## src/hdl/ppn_pkg.sv

```systemverilog
// Shared types and constants for the page polarity normaliser.
`default_nettype none

package ppn_pkg;

  // Frame geometry.
  localparam int MAX_PIXELS = 65536;
  localparam int ADDR_W     = (MAX_PIXELS > 1) ? $clog2(MAX_PIXELS) : 1;
  localparam int CNT_W      = $clog2(MAX_PIXELS + 1);
  localparam int PIX_W      = 8;
  localparam int SUM_W      = CNT_W + PIX_W;

  // Stretch divider sizing: numerator is off*510 + d, divisor 2d.
  localparam int STRETCH_K  = 510;
  localparam int DIV_NUM_W  = 17;
  localparam int DIV_DEN_W  = PIX_W + 1;
  localparam int STEP_W     = $clog2(PIX_W);

  localparam logic [CNT_W-1:0] MAX_CNT = CNT_W'(MAX_PIXELS);
  localparam logic [PIX_W-1:0] PIX_MAX = {PIX_W{1'b1}};

  // Input command codes.
  typedef enum logic [1:0] {
    CMD_LOAD   = 2'd0,
    CMD_FINISH = 2'd1,
    CMD_FETCH  = 2'd2
  } cmd_t;

  // Transform modes.
  typedef enum logic [1:0] {
    MODE_INV     = 2'd0,
    MODE_STRETCH = 2'd1,
    MODE_BIN     = 2'd2,
    MODE_PASS    = 2'd3
  } mode_t;

  // Controller states.
  typedef enum logic [2:0] {
    ST_IDLE,
    ST_RD,
    ST_DIVW,
    ST_EMIT,
    ST_SC_RD,
    ST_SC_GO,
    ST_SC_WAIT
  } state_t;

  // Request to the stretch divider.
  typedef struct packed {
    logic             start;
    logic [PIX_W-1:0] off;
    logic [PIX_W-1:0] rng;
  } div_req_t;

  // One result word.
  typedef struct packed {
    logic [PIX_W-1:0] pix;
    logic             last;
    logic             inv;
    logic             err;
    logic             ovf;
  } result_t;

endpackage

`default_nettype wire

```

## src/hdl/ppn_div.sv

```systemverilog
// Restoring divider for the contrast stretch, one quotient bit per cycle.
`default_nettype none

module ppn_div import ppn_pkg::*; (
  input  logic             clk,
  input  logic             rst_n,
  input  div_req_t         req,
  output logic             done,
  output logic [PIX_W-1:0] quo
);

  logic [DIV_NUM_W-1:0] rem_r, rem_nxt;
  logic [DIV_DEN_W-1:0] den_r, den_nxt;
  logic [PIX_W-1:0]     quo_r, quo_nxt;
  logic [STEP_W-1:0]    step_r, step_nxt;
  logic                 busy_r, busy_nxt;
  logic                 done_r, done_nxt;
  logic [DIV_NUM_W-1:0] num_c;
  logic [DIV_NUM_W-1:0] trial_c;

  // Numerator off*510 + d; the quotient is known to stay below 256.
  assign num_c   = DIV_NUM_W'(req.off) * DIV_NUM_W'(STRETCH_K) + DIV_NUM_W'(req.rng);
  assign trial_c = DIV_NUM_W'(den_r) << step_r;

  // Next state: load on start, then one subtract-and-compare per cycle.
  always_comb begin
    rem_nxt  = rem_r;
    den_nxt  = den_r;
    quo_nxt  = quo_r;
    step_nxt = step_r;
    busy_nxt = busy_r;
    done_nxt = 1'b0;
    if (req.start) begin
      rem_nxt  = num_c;
      den_nxt  = {req.rng, 1'b0};
      quo_nxt  = '0;
      step_nxt = STEP_W'(PIX_W - 1);
      busy_nxt = 1'b1;
    end else if (busy_r) begin
      if (rem_r >= trial_c) begin
        rem_nxt         = rem_r - trial_c;
        quo_nxt[step_r] = 1'b1;
      end
      if (step_r == '0) begin
        busy_nxt = 1'b0;
        done_nxt = 1'b1;
      end else begin
        step_nxt = step_r - STEP_W'(1);
      end
    end
  end

  // Control registers.
  always_ff @(posedge clk) begin
    if (!rst_n) begin
      busy_r <= 1'b0;
      done_r <= 1'b0;
    end else begin
      busy_r <= busy_nxt;
      done_r <= done_nxt;
    end
  end

  // Datapath registers.
  always_ff @(posedge clk) begin
    rem_r  <= rem_nxt;
    den_r  <= den_nxt;
    quo_r  <= quo_nxt;
    step_r <= step_nxt;
  end

  assign done = done_r;
  assign quo  = quo_r;

endmodule

`default_nettype wire

```

## config.mk

```make
export PLATFORM = sky130hd
export DESIGN_NAME = ppn_div
export DESIGN_NICKNAME = d
export VERILOG_FILES = /design/src/hdl/ppn_pkg.sv /design/src/hdl/ppn_div.sv
export SDC_FILE = /design/constraint.sdc
export NUM_CORES = 1
export LEC_CHECK = 0
export ABC_AREA = 0
export CORE_UTILIZATION = 50
export DETAILED_ROUTE_END_ITERATION = 10
export DONT_BUFFER_PORTS = 1
export PLACE_DENSITY = 0.65
export REMOVE_ABC_BUFFERS = 1
export SYNTH_ARGS = -nofsm -noshare
export SYNTH_HDL_FRONTEND = slang
export SYNTH_SLANG_ARGS = --single-unit
```

## constraint.sdc

```tcl
create_clock -name clk -period 12.7 [get_ports clk]
set_input_delay 0 -clock clk [delete_from_list [all_inputs] [get_ports clk]]
set_output_delay 0 -clock clk [all_outputs]
set_load 0.05 [all_outputs]
```

==> impl_metrics.py, run 1 <==
metrics = {
    "floorplanning": {
        "die_w_um": 96.97,
        "start_util_pct": 51.71,
        "pin_count": 28,
        "die_h_um": 96.97,
        "rows": 34,
        "core-area_mm2": 0.008721,
        "die_area_mm2": 0.009402,
    },
    "power": {
        "p_leak_nw": 2.221,
        "powerDensity_mw_per_mm2": 268.8,
        "peakVddDrop_uv": 150.1,
    },
    "placement": {
        "place_congestion": 0.8451,
        "portBuffers": 0,
        "dp.cells": 583,
        "dpl.hpwl_mm": 7.179,
    },
    "global_routing": {
        "gr-usage-met1_pct": 24.05,
        "grtUsageMet3_pct": 2.601,
        "first_global_vias": 3384,
        "use_met2_pct": 36.19,
        "grt_max_degree": 37,
        "antenna_found_initial": 0,
        "overflow": 0,
        "busiest_layer": "met2",
        "grt_pass1_wl_mm": 15.35,
        "track_usage_pct": 19.86,
    },
    "critical_path": {
        "cp_data_arrival_time_ns": 4.24,
        "critPathLaunchType": "input port",
        "cpPeakStageDelay_ns": 0.62,
        "path_cells": "fa_1 -> xor2_1 -> ha_1 -> fa_1 -> inv_1 -> fa_1 -> inv_1 -> ha_1 -> nand3_2 -> o211a_1 -> a21o_1 -> a311oi_2 -> nand3b_4 -> nor3_2 -> xnor2_1 -> mux2_4",
        "worstPathRequired_ns": 12.75,
        "path_max_fanout": 6,
        "worst-path-buf-inv": 2,
        "crit_cells": 16,
        "crit_top_cell": "fa_1",
        "cpLargestDelayFamily": "adder cells",
        "r2r-end": "rem_r[16]$_DFFE_PP_",
        "critical_path_class": "input port to register",
        "end_kind": "register",
        "r2r-start": "step_r[1]$_SDFFE_PP1P_",
        "critPathSlowestCell": "fa_1",
        "r2r_setup_slack_ns": 8.79,
        "rr_worst_depth": 13,
    },
    "final_layout": {
        "finalNetCount": 604,
        "drive_above_1_share_pct": 5.071,
        "final_cells": 601,
        "final_cell_mix": "71 x inv_1, 63 x ha_1, 36 x nand2_1",
        "antenna_cells": 0,
        "final_common_cell": "inv_1",
        "area_delta_synth_final_pct": 6.631,
    },
    "clock_network": {
        "clk_pin_slew_worst_paths_ns": 0.08,
        "cts_sinks": 37,
        "cts_root_buf": "clkbuf_8",
        "post_cts_resized": 0,
        "clk_latency_ns": 0.29,
        "tritoncts": "yes",
        "cts_max_level": 2,
        "cts_made_buffers": 5,
        "clk_path_buf_depth": 2,
    },
    "yosys": {
        "synth_cell_type_count": 61,
        "syn_area_mm2": 0.004509,
        "yosys_warnings": 0,
        "synthFlopType": "edfxtp_1",
        "syn_area_per_cell_um2": 9.259,
        "ys_async_sr_fraction_pct": 0,
        "synth-seq-cells": 37,
        "syn_inst": 487,
        "synth_edf_count": 24,
        "yosysSeqAreaShare_pct": 21.75,
    },
    "min_path": {
        "hold_depth": 1,
        "whs_endpoint": "den_r[5]$_DFFE_PP_",
        "min-delay-path-class": "input port to register",
        "min_from": "req[16]",
    },
    "sta": {
        "fin_crit_ns": 4.187,
        "final_hold_viol_count": 0,
        "rsz0062_at_grt": "no",
        "tightestPinTransition_ns": 0.6938,
        "finalSetupTns_ns": 0,
        "clock_skew_ns": 0.002081,
        "drv_slew": 0,
        "max-slew-margin-rel_pct": 53.64,
        "setup_viol": 0,
        "fin_crit_sh_pct": 32.97,
        "clock.fmax_ghz": 0.2388,
    },
    "routing": {
        "vias_per_cell": 5.504,
        "routedWlPerCell_um": 14.65,
        "ant_nets": 0,
        "num_vias": 3308,
        "drtIter0Drc": 140,
        "drtPass1Iterations": 4,
        "totalWireLength_mm": 8.805,
        "drc": 0,
    },
    "job": {
        "max_cap_viol_count": 0,
    },
    "status": {
        "status": "finished, final reports clean",
    },
}
-- area by class of cell --
| cell class | instances | area, um^2 |
|---|---|---|
| fillers | 786 | 3913 |
| repair buffers | 10 | 110.1 |
| flip-flops and latches | 37 | 980.9 |
| well taps | 108 | 135.1 |
| clock inverters | 1 | 8.758 |
| inverters | 71 | 266.5 |
| multi-input cells | 367 | 3208 |
| clock buffers | 7 | 98.84 |
-- report_power, final --
part	total, mW	switching, mW	internal [mW]
Sequential	0.199	0.0194	0.180
Clock	0.0963	0.0445	0.0518
Combinational	0.997	0.552	0.445
Total	1.29	0.616	0.677
-- worst register-to-register path: cells and delay by family (launching register included) --
| family | cells | cell delay (ns) |
|---|---|---|
| AO/OA/AOI/OAI | 6 | 1.64 |
| flip-flops | 1 | 0.75 |
| multiplexers | 2 | 0.59 |
| adder cells (fa/ha/maj) | 1 | 0.32 |
| AND/OR/NAND/NOR | 3 | 0.23 |
| XOR/XNOR | 1 | 0.16 |
-- per-stage QoR --
stage / total power [mW] / util [%] / hold slack (ns) / instance area, um^2 / setup WS (ns)
floorplan: 1.040 / - / 0.09887 / 4456 / 8.488
global placement: 1.177 / 52.64 / 0.09895 / 4591 / 8.273
detailed placement: 1.193 / 52.64 / 0.09895 / 4591 / 8.192
CTS: 1.300 / 55.14 / 0.02281 / 4808 / 8.494
global route: 1.435 / 55.14 / 0.02890 / 4808 / 8.230
finish: 1.293 / 55.14 / 0.02333 / 4808 / 8.513
-- synthesized netlist by cell type, drive strengths merged, types with 11 or more instances --
| cell | count | area (um^2) |
|---|---|---|
| o21ai | 24 | 120.1 |
| xor2 | 18 | 165.2 |
| fa | 30 | 600.6 |
| nand2b | 11 | 68.82 |
| ha | 63 | 788.3 |
| nand3 | 16 | 85.08 |
| nand2 | 36 | 135.1 |
| dfxtp | 13 | 260.3 |
| mux2i | 11 | 110.1 |
| xnor2 | 20 | 193.9 |
| edfxtp | 24 | 720.7 |
| inv | 71 | 266.5 |
| a21oi | 29 | 148.9 |
| nor2 | 24 | 90.09 |
-- sequential cells by signal, summed over array words and instances (netlist names) --
register	flops
done	1
step_r	3
den_r	8
quo	8
busy_r	1
rem_r	16
-- per-layer routing --
metal / vias to the layer above / share of wire [%]
met2: 52 / 50
met1: 1549 / 45
met5: - / 0
met4: 0 / 2.2
li1: 1694 / -
met3: 13 / 2.5
-- repair_timing --
| item | in CTS | in global routing |
|---|---|---|
| hold endpoints to repair | 34 | 0 |
| buffers inserted | 0 | 0 |
| hold buffers | 10 | 0 |
-- cell families (layout without fill, tap and decap cells) --
logic type / after synthesis / count (layout) / share of synthesized area [%]
flip-flops: 37 / 37 / 21.75
AND/OR/NAND/NOR: 118 / 118 / 13.62
XOR/XNOR: 38 / 38 / 7.963
AO/OA/AOI/OAI: 104 / 104 / 15.48
buffers and inverters: 83 / 89 / 7.103
adder cells (fa/ha/maj): 93 / 93 / 30.80
multiplexers: 14 / 14 / 3.274
-- worst max path at each step --
stage / slack [ns] / startpoint / endpoint
after floorplan: 8.49 / req[8] / rem_r[16]$_DFFE_PP_
after global placement: 8.27 / req[13] / rem_r[16]$_DFFE_PP_
after global routing: 8.23 / req[8] / rem_r[15]$_DFFE_PP_
final: 8.51 / req[8] / rem_r[16]$_DFFE_PP_
after detailed placement: 8.19 / req[8] / rem_r[16]$_DFFE_PP_
after CTS: 8.49 / req[8] / rem_r[16]$_DFFE_PP_
Note: power is estimated with default switching activity, not from simulation.
==> run 2: changes to the inputs <==
Clock period 12.7 ns to 4.2 ns, I/O delays scaled along.
==> impl_metrics.py, run 2 (same netlist as run 1, synthesis figures left out) <==
metrics = {
    "status": {
        "status": "finished, final reports clean",
    },
    "critical_path": {
        "critical_path_class": "input port to register",
        "rr_worst_depth": 13,
        "r2r_setup_slack_ns": 0.37,
        "cp_data_arrival_time_ns": 4.04,
        "path_cells": "fa_1 -> xor2_1 -> ha_1 -> fa_1 -> inv_1 -> fa_1 -> inv_1 -> ha_1 -> nand3_2 -> o211a_1 -> a21o_1 -> a311oi_2 -> nand3b_4 -> nor3_2 -> xnor2_1 -> mux2_4",
        "worstPathRequired_ns": 4.25,
        "path_max_fanout": 6,
        "cpPeakStageDelay_ns": 0.56,
        "end_kind": "register",
        "critPathLaunchType": "input port",
        "crit_top_cell": "fa_1",
        "r2r-end": "rem_r[16]$_DFFE_PP_",
        "critPathSlowestCell": "fa_1",
        "r2r-start": "step_r[1]$_SDFFE_PP1P_",
        "worst-path-buf-inv": 2,
        "cpLargestDelayFamily": "adder cells",
    },
    "job": {
        "max_cap_viol_count": 0,
    },
    "clock_network": {
        "clk_path_buf_depth": 2,
        "cts_max_level": 2,
        "cts_setup_buffers": 0,
        "tritoncts": "yes",
        "cts_sinks": 37,
        "cts_root_buf": "clkbuf_8",
        "cts_made_buffers": 5,
        "clk_pin_slew_worst_paths_ns": 0.08,
        "clk_latency_ns": 0.30,
    },
    "global_routing": {
        "overflow": 0,
        "grt_max_degree": 37,
        "track_usage_pct": 21.28,
        "first_global_vias": 3717,
        "grt_pass1_wl_mm": 16.53,
        "antenna_found_initial": 0,
    },
    "routing": {
        "drtIter0Drc": 112,
        "drc": 0,
        "dr_wl_met3_um": 190,
        "wl_met2_mm": 4.890,
        "drtPass1Iterations": 4,
        "totalWireLength_mm": 9.330,
        "wl_met1_mm": 4.112,
        "num_vias": 3459,
        "vias_per_cell": 5.456,
        "ant_nets": 0,
        "routedWlPerCell_um": 14.72,
        "dr.max_layer_used": "met4",
    },
    "power": {
        "peakVddDrop_uv": 497.3,
        "powerDensity_mw_per_mm2": 881.7,
        "p_leak_nw": 2.380,
    },
    "placement": {
        "placed_cell_area_mm2": 0.004838,
        "place_congestion": 0.8466,
        "dpl.hpwl_mm": 7.587,
        "portBuffers": 0,
    },
    "final_layout": {
        "finalNetCount": 637,
        "largest_register_ffs": 16,
        "final_cell_mix": "71 x inv_1, 63 x ha_1, 36 x nand2_1",
        "area_delta_synth_final_pct": 12.26,
        "antenna_cells": 0,
        "final_util_pct": 58.05,
        "largest-register": "rem_r",
        "drive_above_1_share_pct": 11.22,
        "final_common_cell": "inv_1",
        "fin_area_mm2": 0.005062,
    },
    "floorplanning": {
        "start_util_pct": 51.71,
        "die_h_um": 96.97,
        "die_w_um": 96.97,
        "pin_count": 28,
        "die_area_mm2": 0.009402,
        "rows": 34,
        "core-area_mm2": 0.008721,
    },
    "sta": {
        "setup_viol": 0,
        "fin_crit_ns": 3.992,
        "clock_skew_ns": 0.006018,
        "rsz0062_at_grt": "no",
        "max-slew-margin-rel_pct": 63.84,
        "clock.fmax_ghz": 0.2505,
        "drv_slew": 0,
        "final_hold_viol_count": 0,
        "tightestPinTransition_ns": 0.5354,
        "fin_crit_sh_pct": 95.05,
    },
    "min_path": {
        "min-delay-path-class": "input port to register",
        "min_from": "req[16]",
        "hold_depth": 1,
        "whs_endpoint": "den_r[7]$_DFFE_PP_",
    },
}
-- run 2: cell types whose count changed in the layout (fill, tap and decap cells not counted), sizes merged --
cell  previous run  this run
buf              1        34
-- run 2: worst max path at each step --
stage                      start                   to  slack [ns]  cells past startpoint
after global placement    req[8]  rem_r[16]$_DFFE_PP_       -0.04                     16
after global routing      req[8]  rem_r[16]$_DFFE_PP_        0.01                     16
after floorplan           req[8]  rem_r[16]$_DFFE_PP_       -0.01                     16
after CTS                 req[8]  rem_r[16]$_DFFE_PP_        0.21                     16
after detailed placement  req[8]  rem_r[16]$_DFFE_PP_        -0.1                     16
final                     req[8]  rem_r[16]$_DFFE_PP_        0.21                     16
-- run 2: repair_timing --
action                                 CTS  global route
setup endpoints to repair                0             1
hold buffers                            10             0
gates resized for setup                  0             1
endpoints found under the hold margin   34             0
-- run 2: layout make-up --
class	instances	area, um^2
clock inverter	1	8.758
tap	108	135.1
multi-input combinational	367	3214
sequential	37	980.9
fill	761	3659
inverter	71	266.5
clock buffer	7	98.84
timing repair buffer	43	357.8
-- run 2: per-stage QoR --
stage | hold WS (ns) | setup WS, ns | power, mW | setup TNS, ns | std cells
5_1_grt | 0.02900 | 0.009624 | 4.924 | 0 | 634
2_1_floorplan | 0.09887 | -0.01194 | 3.144 | -0.02345 | 475
6_report | 0.01815 | 0.2080 | 4.464 | 0 | 634
4_1_cts | 0.01878 | 0.2113 | 4.473 | 0 | 634
3_5_place_dp | 0.09892 | -0.09597 | 4.150 | -0.1431 | 616
3_3_place_gp | 0.09895 | -0.03875 | 4.069 | -0.06254 | 616
-- run 2: where the power goes --
group	switching, mW	internal, mW
sequential	0.0569	0.544
combinational	1.80	1.77
clock	0.136	0.157
-- run 2: worst register-to-register path, delay by kind of cell, from the launching register on --
family                   cells  cell delay [ns]
XOR/XNOR                     1             0.16
AND/OR/NAND/NOR              3             0.20
multiplexers                 2             0.60
AO/OA/AOI/OAI                6             1.69
flip-flops                   1             0.61
adder cells (fa/ha/maj)      1             0.31
-- run 2: layer usage --
layer / vias to the layer above / track usage (%)
met3: 10 / 1.734
li1: 1752 / -
met4: 0 / 5.970
met1: 1656 / 25.43
met2: 41 / 40.41
met5: - / 0
==> run 3: changes to the inputs <==
Settings changed: ABC_AREA 0 to default, MAX_ROUTING_LAYER from default to met4.
==> impl_metrics.py, run 3 (same netlist as run 1, synthesis figures left out) <==
metrics = {
    "final_layout": {
        "drive_above_1_share_pct": 11.05,
        "multiInputGateArea_mm2": 0.003214,
        "finalNetCount": 636,
        "final_common_cell": "inv_1",
        "n_fill_cell": 780,
        "antenna_cells": 0,
        "area_delta_synth_final_pct": 11.63,
        "largest_register_ffs": 16,
        "largest-register": "rem_r",
        "final_util_pct": 57.72,
        "final_cell_mix": "71 x inv_1, 63 x ha_1, 36 x nand2_1",
        "seq_area_um2": 980.9,
    },
    "job": {
        "max_cap_viol_count": 0,
    },
    "min_path": {
        "min-delay-path-class": "input port to register",
        "hold_depth": 2,
    },
    "floorplanning": {
        "die_w_um": 96.97,
        "start_util_pct": 51.71,
        "die_h_um": 96.97,
        "rows": 34,
        "core-area_mm2": 0.008721,
        "pin_count": 28,
        "die_area_mm2": 0.009402,
    },
    "power": {
        "sequentialPowerShare_pct": 13.6,
        "switching_share_pct": 44.97,
        "p_switching_mw": 1.987,
        "p_leak_nw": 2.368,
        "intPower_mw": 2.432,
        "power_mw": 4.419,
        "clkPwrFrac_pct": 5.8,
        "powerDensity_mw_per_mm2": 877.9,
        "peakVddDrop_uv": 477.9,
        "power_frac_comb_pct": 80.6,
    },
    "sta": {
        "clock.fmax_ghz": 0.2514,
        "setup_viol": 0,
        "worst_slack_ns": 0.2227,
        "final_hold_viol_count": 0,
        "fin_crit_ns": 3.977,
        "rsz0062_at_grt": "no",
        "tightestPinTransition_ns": 0.7189,
        "fin_crit_sh_pct": 94.70,
        "drv_slew": 0,
        "max-slew-margin-rel_pct": 52.01,
        "finalSetupTns_ns": 0,
        "clock_skew_ns": 0.009052,
    },
    "global_routing": {
        "antenna_found_initial": 0,
        "first_global_vias": 3644,
        "track_usage_pct": 21.82,
        "grt_pass1_wl_mm": 16.35,
        "overflow": 0,
        "grt_max_degree": 37,
    },
    "critical_path": {
        "worstPathRequired_ns": 4.25,
        "path_max_fanout": 6,
        "critPathSlowestCell": "fa_1",
        "crit_top_cell": "fa_1",
        "critPathLaunchType": "input port",
        "cp_data_arrival_time_ns": 4.03,
        "end_kind": "register",
        "path_cells": "fa_1 -> xor2_1 -> ha_1 -> fa_1 -> inv_1 -> fa_1 -> inv_1 -> ha_1 -> nand3_2 -> o211a_1 -> a21o_1 -> a311oi_2 -> nand3b_4 -> nor3_2 -> xnor2_1 -> mux2_4",
        "cpPeakStageDelay_ns": 0.56,
        "rr_worst_depth": 13,
        "critical_path_class": "input port to register",
    },
    "routing": {
        "drtPass1Iterations": 4,
        "wl_met1_mm": 4.068,
        "routedWlPerCell_um": 14.49,
        "dr.max_layer_used": "met4",
        "wl_met2_mm": 4.703,
        "dr_wl_met3_um": 238,
        "drc": 0,
        "num_vias": 3423,
        "totalWireLength_mm": 9.172,
        "vias_per_cell": 5.408,
        "drtIter0Drc": 118,
        "ant_nets": 0,
    },
    "clock_network": {
        "cts_setup_buffers": 0,
        "cts_max_level": 2,
        "cts_root_buf": "clkbuf_8",
        "tritoncts": "yes",
        "clk_latency_ns": 0.30,
        "cts_made_buffers": 5,
        "clk_path_buf_depth": 2,
        "cts_sinks": 37,
        "clk_pin_slew_worst_paths_ns": 0.07,
    },
    "placement": {
        "place_ws_ns": -0.1112,
        "dpl.hpwl_mm": 7.463,
        "place_congestion": 0.8769,
        "portBuffers": 0,
    },
    "status": {
        "status": "finished, final reports clean",
    },
}
==> run 3: area by class of cell <==
cell class              instances  share of cell area, %
clock buffers                   6                  1.516
flip-flops and latches         37                  19.49
repair buffers                 42                  6.960
well taps                     108                  2.685
inverters                      71                  5.295
multi-input cells             367                  63.86
clock inverters                 2                 0.1989
==> run 3: power groups by stage <==
stage / sequential, mW / combinational, mW / clock (mW)
global placement: 0.607 / 3.47 / 0
finish: 0.601 / 3.56 / 0.255
floorplan: 0.595 / 2.55 / 0
global route: 0.611 / 4.00 / 0.273
detailed placement: 0.609 / 3.54 / 0
CTS: 0.602 / 3.57 / 0.259
==> run 3: path summary, 6_finish.rpt <==
kind / start / end / slack, ns
setup / recovery: req[8] / rem_r[16]$_DFFE_PP_ / 0.22
hold / removal: req[16] / rem_r[11]$_DFFE_PP_ / 0.02
setup reg to reg: step_r[1]$_SDFFE_PP1P_ / rem_r[16]$_DFFE_PP_ / 0.53
hold reg to reg: busy_r$_SDFF_PN0_ / step_r[2]$_SDFFE_PP1P_ / 0.56
==> run 3: layer usage <==
metal	vias to the layer above	global-route usage, %
met1	1599	25.20
met2	56	39.38
met5	-	-
met3	12	2.312
met4	0	7.233
li1	1756	-
==> run 3: worst max-delay path, delay by kind of cell <==
kind | cells | cell delay [ns]
adders and majority gates | 5 | 2.24
AOI/OAI and AO/OA | 3 | 0.77
and+or+nand+nor | 3 | 0.36
xor gates and xnor gates | 2 | 0.29
muxes | 1 | 0.25
buffers and inverters | 2 | 0.09
==> run 3: stage by stage <==
step / instances / hold WS, ns / instance area (um^2)
floorplan: 475 / 0.09887 / 4456
global placement: 615 / 0.09895 / 4831
detailed placement: 615 / 0.09892 / 4831
CTS: 633 / 0.005919 / 5027
global route: 633 / 0.01981 / 5034
finish: 633 / 0.01726 / 5034
==> run 3: what timing repair did <==
action / in CTS / in global routing
gates resized for setup: 0 / 1
hold endpoints to repair: 34 / 0
hold buffers: 10 / 0
endpoints found under the setup margin: 0 / 1
